<file path="config.mk">
export PLATFORM = sky130hd
export DESIGN_NAME = ssp_ram
export DESIGN_NICKNAME = d
export VERILOG_FILES = /design/src/ssp_ram.sv
export SDC_FILE = /design/constraint.sdc
export NUM_CORES = 2
export LEC_CHECK = 0
export BUFFER_PORTS_ARGS = -buffer_cell sky130_fd_sc_hd__buf_2
export CAP_MARGIN = 10
export CORE_MARGIN = 5
export CORE_UTILIZATION = 50
export CTS_CLUSTER_SIZE = 14
export DETAILED_ROUTE_END_ITERATION = 8
export GPL_TIMING_DRIVEN = 0
export PLACE_DENSITY_LB_ADDON = 0.12
export SYNTH_ARGS = -nofsm -noshare
export SYNTH_HDL_FRONTEND = slang
export SYNTH_SLANG_ARGS = --single-unit
</file>
<file path="constraint.sdc">
create_clock -name i_clk -period 2.71 [get_ports i_clk]
set_input_delay 0.4065 -clock i_clk [delete_from_list [all_inputs] [get_ports i_clk]]
set_output_delay 0.4065 -clock i_clk [all_outputs]
set_load 0.1 [all_outputs]
</file>
<file path="src/ssp_ram.sv">
module ssp_ram #(
    parameter int WIDTH = 8,
    parameter int DEPTH = 256,
    parameter int AW    = $clog2(DEPTH)
) (
    input  logic             i_clk,
    input  logic             i_we,
    input  logic [AW-1:0]    i_waddr,
    input  logic [WIDTH-1:0] i_wdata,
    input  logic [AW-1:0]    i_raddr,
    output logic [WIDTH-1:0] o_rdata
);

    logic [WIDTH-1:0] r_mem [DEPTH];

    always_ff @(posedge i_clk) begin
        if (i_we) begin
            r_mem[i_waddr] <= i_wdata;
        end
        o_rdata <= r_mem[i_raddr];
    end

endmodule

</file>
# Word level (Yosys, flattened, before mapping)
# Memory sizes are Yosys's and may differ from the RTL's. A register that Yosys moved wholly into a read port is not among the register bits.
# Cells that the tools add are included.
# W data, S select, Z words.
# word_totals
register_bits	0
output_inout_bits	8
n_memories	1
ram_bits	2048
word_cells	3
# memory_table
name	words	word_bits	rd	rd_clocked_by_memory_dff	wr	line	rtl
r_mem	256	8	1	1	1	14	logic [WIDTH-1:0] r_mem [DEPTH];
# op_classes
n_mux	2
# ops
operator	count
$mux W1	2

# Longest topological paths before layout
# depth
depth_word	2
depth_mapped	11

# Least setup slack after synthesis
# Ideal clock, no wire load.
# synth_path
path_kind	input to register
startpoint	input port i_raddr[0]
endpoint	register o_rdata[2], read port of r_mem
path_stages	9
required_ps	2579
arrival_ps	2213
setup_slack_ps	366
path_cell_list	buf_6 -> buf_12 -> buf_8 -> buf_2 -> mux4_2 -> a22oi_1 -> a21oi_1 -> nor4_1 -> nor4_2
# synth_rtl
element	line	rtl
start: declaration	10	input logic [AW-1:0] i_raddr,
end: declaration	11	output logic [WIDTH-1:0] o_rdata

# Worst setup path after layout
# layout_path
startpoint	input port i_waddr[1]
endpoint	memory r_mem[38][3], enable pin
# layout_rtl
element	line	rtl
start: declaration	8	input logic [AW-1:0] i_waddr,
end: declaration	14	
# Straight into the memory's write port.

==> metrics.yaml <==
floorplanning:
  die_area_um2: 167000
  die_w_um: 409
  initial_utilization_pct: 50.2
  pin_count: 34
  core_um2: 158000
  num_rows: 146
  die_h_um: 409
synthesis:
  synthAdderAreaFrac_pct: 0
  synth-edff-count: 2048
  syn_avg_cell_area_um2: 21.3
  yosysTopAreaCellShare_pct: 77.3
  seq_area_frac_synth_pct: 77.5
  synth_top_area_cell: "edfxtp_1"
  synth_compound_area_share_pct: 3.42
  syn_inst: 3733
  yosys-top-cells-area: "edfxtp_1 77%, mux4_2 13%, mux2i_1 1.7%"
  yosysUniqueCellTypes: 55
  synth.area.mux_share_pct: 14.6
  ys_warn_count: 0
  synth-simple-area-share_pct: 2.63
  async_flop_share_pct: 0
  synth_top_family_by_area: "multiplexers"
  ys.flop_type: "edfxtp_1"
  syn_nets: 3759
  synth-xor-area-share_pct: 0
  ys_seq_elements: 2056
  synth_area_um2: 79600
critical_path:
  path_class: "in2reg"
  cp_max_fo: 10
  max_stage_delay_ns: 0.97
  start_kind: "input pin"
  cp_cell_sequence: "clkbuf_1 -> nor2b_1 -> clkbuf_1 -> nand3_1 -> clkbuf_2 -> nor2_1"
  crit_family: "simple AND/OR/NAND/NOR gates"
  rrSetupSlack_ns: 0.09
  cp-end-kind: "flop"
  cp.arrival_ns: 3.44
  cp.required_ns: 3.16
  cp_slowest_cell: "nor2_1"
  crit_path_frequent_cell: "clkbuf_1"
  crit_buf_inv: 3
cts:
  clock_sinks: 2056
  cts_tree: "done"
  clkLatencyLatePin_ns: 0.84
  clockBufferDepth: 3
  numCtsBuffers: 205
  htree_levels: 4
  root_buffer: "clkbuf_16"
  clkTransAtPathRegs_ns: 0.06
timing:
  fin_crit_sh_pct: 110
  max_freq_mhz: 335
  fin_skew_ns: 0.0337
  finalCriticalPeriod_ns: 2.99
  max-slew-margin-rel_pct: 15.0
  setup_viol: 284
  layout_setup_ws_ns: -0.275
  slew_viol_final: 0
  tightestPinTransition_ns: 1.27
  rsz0062_at_grt: "true"
  hold_viol_final: 0
power:
  p_leak_nw: 27.9
  peakVddDrop_mv: 0.665
  pwr_density_cell_nw_per_um2: 740
placement:
  port_buffers: 26
  place_congestion: 0.914
  dpl.hpwl_um: 163000
  place_ws_ns: -2.66
layout:
  multi_input_area_um2: 17400
  drive_gt1_share_pct: 28.7
  final_core_util_pct: 57.2
  syn_to_final_growth_pct: 13.9
  fillers: 11700
  fin_nets: 4020
  seqCellArea_um2: 61700
global_route:
  antenna_found_initial: 17
  grt_first_pass_wirelength_um: 334000
  grt_pass1_vias: 40500
  grt_util_all_layers_pct: 29.2
  grt_max_degree: 150
  overflow: 0
routing:
  vias: 41300
  drc: 0
  dr.pass1.iters: 6
  totalWireLength_um: 245000
  drt_first_iter_violations: 6152
  wire_per_inst_um: 39.3
  via_per_inst: 6.63
  ant_nets: 0
status:
  violations: "setup timing"
  status: "finished with violations"
min_path:
  hp-class: "in2reg"
run:
  maxCapViolations: 0
-- cell usage in the layout, fill, tap and decap left out, drive strengths merged, types with 3 or more instances in the layout --
cell type / n
edfxtp: 2048
mux4: 456
clkbuf: 370
nor2: 282
buf: 172
mux2i: 134
a22oi: 133
a21oi: 96
clkinv: 90
o221ai: 47
nand3: 34
nand2: 33
nor2b: 31
o22ai: 28
nor4: 27
nor3: 22
bufinv: 16
a211oi: 16
a221oi: 14
o21ai: 12
nand4: 10
o211ai: 10
inv: 9
nand2b: 8
a22o: 8
dfxtp: 8
and2: 6
diode: 5
o22a: 5
o32ai: 5
a2111oi: 5
or2: 4
clkinvlp: 3
-- cell type report --
class                      count  share of cell area [%]
tap                         2072                    2.86
buffer                       231                    1.82
sequential                  2056                    68.1
inverter                       2                 0.00829
timing repair buffer          56                   0.851
clock buffer                 258                    5.98
antenna                        5                  0.0138
clock inverter               116                    1.18
multi-input combinational   1442                    19.2
-- per-stage QoR --
stage | std cells | hold slack, ns | instance area [um2] | total power (W) | TNS, ns
2_1_floorplan | 3733 | 0.505 | 79600 | 0.0376 | 0
3_3_place_gp | 5831 | 0.959 | 82300 | 0.0396 | -5836.61
3_5_place_dp | 5856 | 0.840 | 82900 | 0.0397 | -1170.56
4_1_cts | 6234 | 0.0140 | 90200 | 0.0671 | -0.361
5_1_grt | 6234 | 0.0450 | 90600 | 0.0687 | -13.08
6_report | 6238 | 0.0249 | 90600 | 0.0671 | -19.38
-- sequential cells by signal (all words and copies together), names as in the netlist --
name     flops
o_rdata      8
r_mem     2048
-- cell families (layout without fill, tap and decap cells) --
logic type,after synthesis,in the layout
flops,2056,2056
simple gates,466,466
buf+inv,235,663
mux,591,591
other cells,0,5
compound gates,385,385
-- report_power, final --
group	internal [W]	leakage [nW]	switching [W]
combinational	0.00124	6.25	0.00289
sequential	0.0351	18.5	0.0000204
clock	0.0157	3.18	0.0122
-- final timing paths --
kind,endpoint,cells past startpoint,start
setup / recovery,r_mem[38][3],6,i_waddr[1]
hold / removal,r_mem[85][2],1,i_wdata[2]
setup reg to reg,o_rdata[2],7,r_mem[139][2]
hold reg to reg,o_rdata[3],6,r_mem[40][3]
-- metal layers --
layer  part of all wire, %  vias up  track usage [%]
li1                      -    16300                -
met1                    39    22100             41.3
met2                    46     2455             44.2
met3                    11      499             7.11
met4                   4.6        6             11.9
met5                 0.015        -                0
-- what timing repair did --
item | CTS | global route
hold endpoints to repair | 60 | 0
resized for setup | 207 | 147
hold buffers | 2 | 0
buffers inserted | 3 | 0
pin swaps | 5 | 6
setup endpoints to repair | 263 | 961
-- cell usage after synthesis (5+ instances only) --
master	n
a21oi_1	96
buf_8	13
buf_4	27
nor2b_1	31
buf_6	21
o221ai_1	46
mux4_2	454
o22a_1	5
nand3_1	34
nor3_1	22
buf_12	8
and2_1	6
buf_1	22
mux2i_1	134
nand2b_1	8
a221oi_1	13
a22o_1	8
o211ai_1	10
clkbuf_1	111
o22ai_1	28
edfxtp_1	2048
o21ai_0	10
a22oi_1	133
nand4_1	10
nand2_1	33
nor2_1	282
a211oi_1	16
nor4_1	24
dfxtp_1	8
buf_2	31
Note: power is estimated with default switching activity, not from simulation.
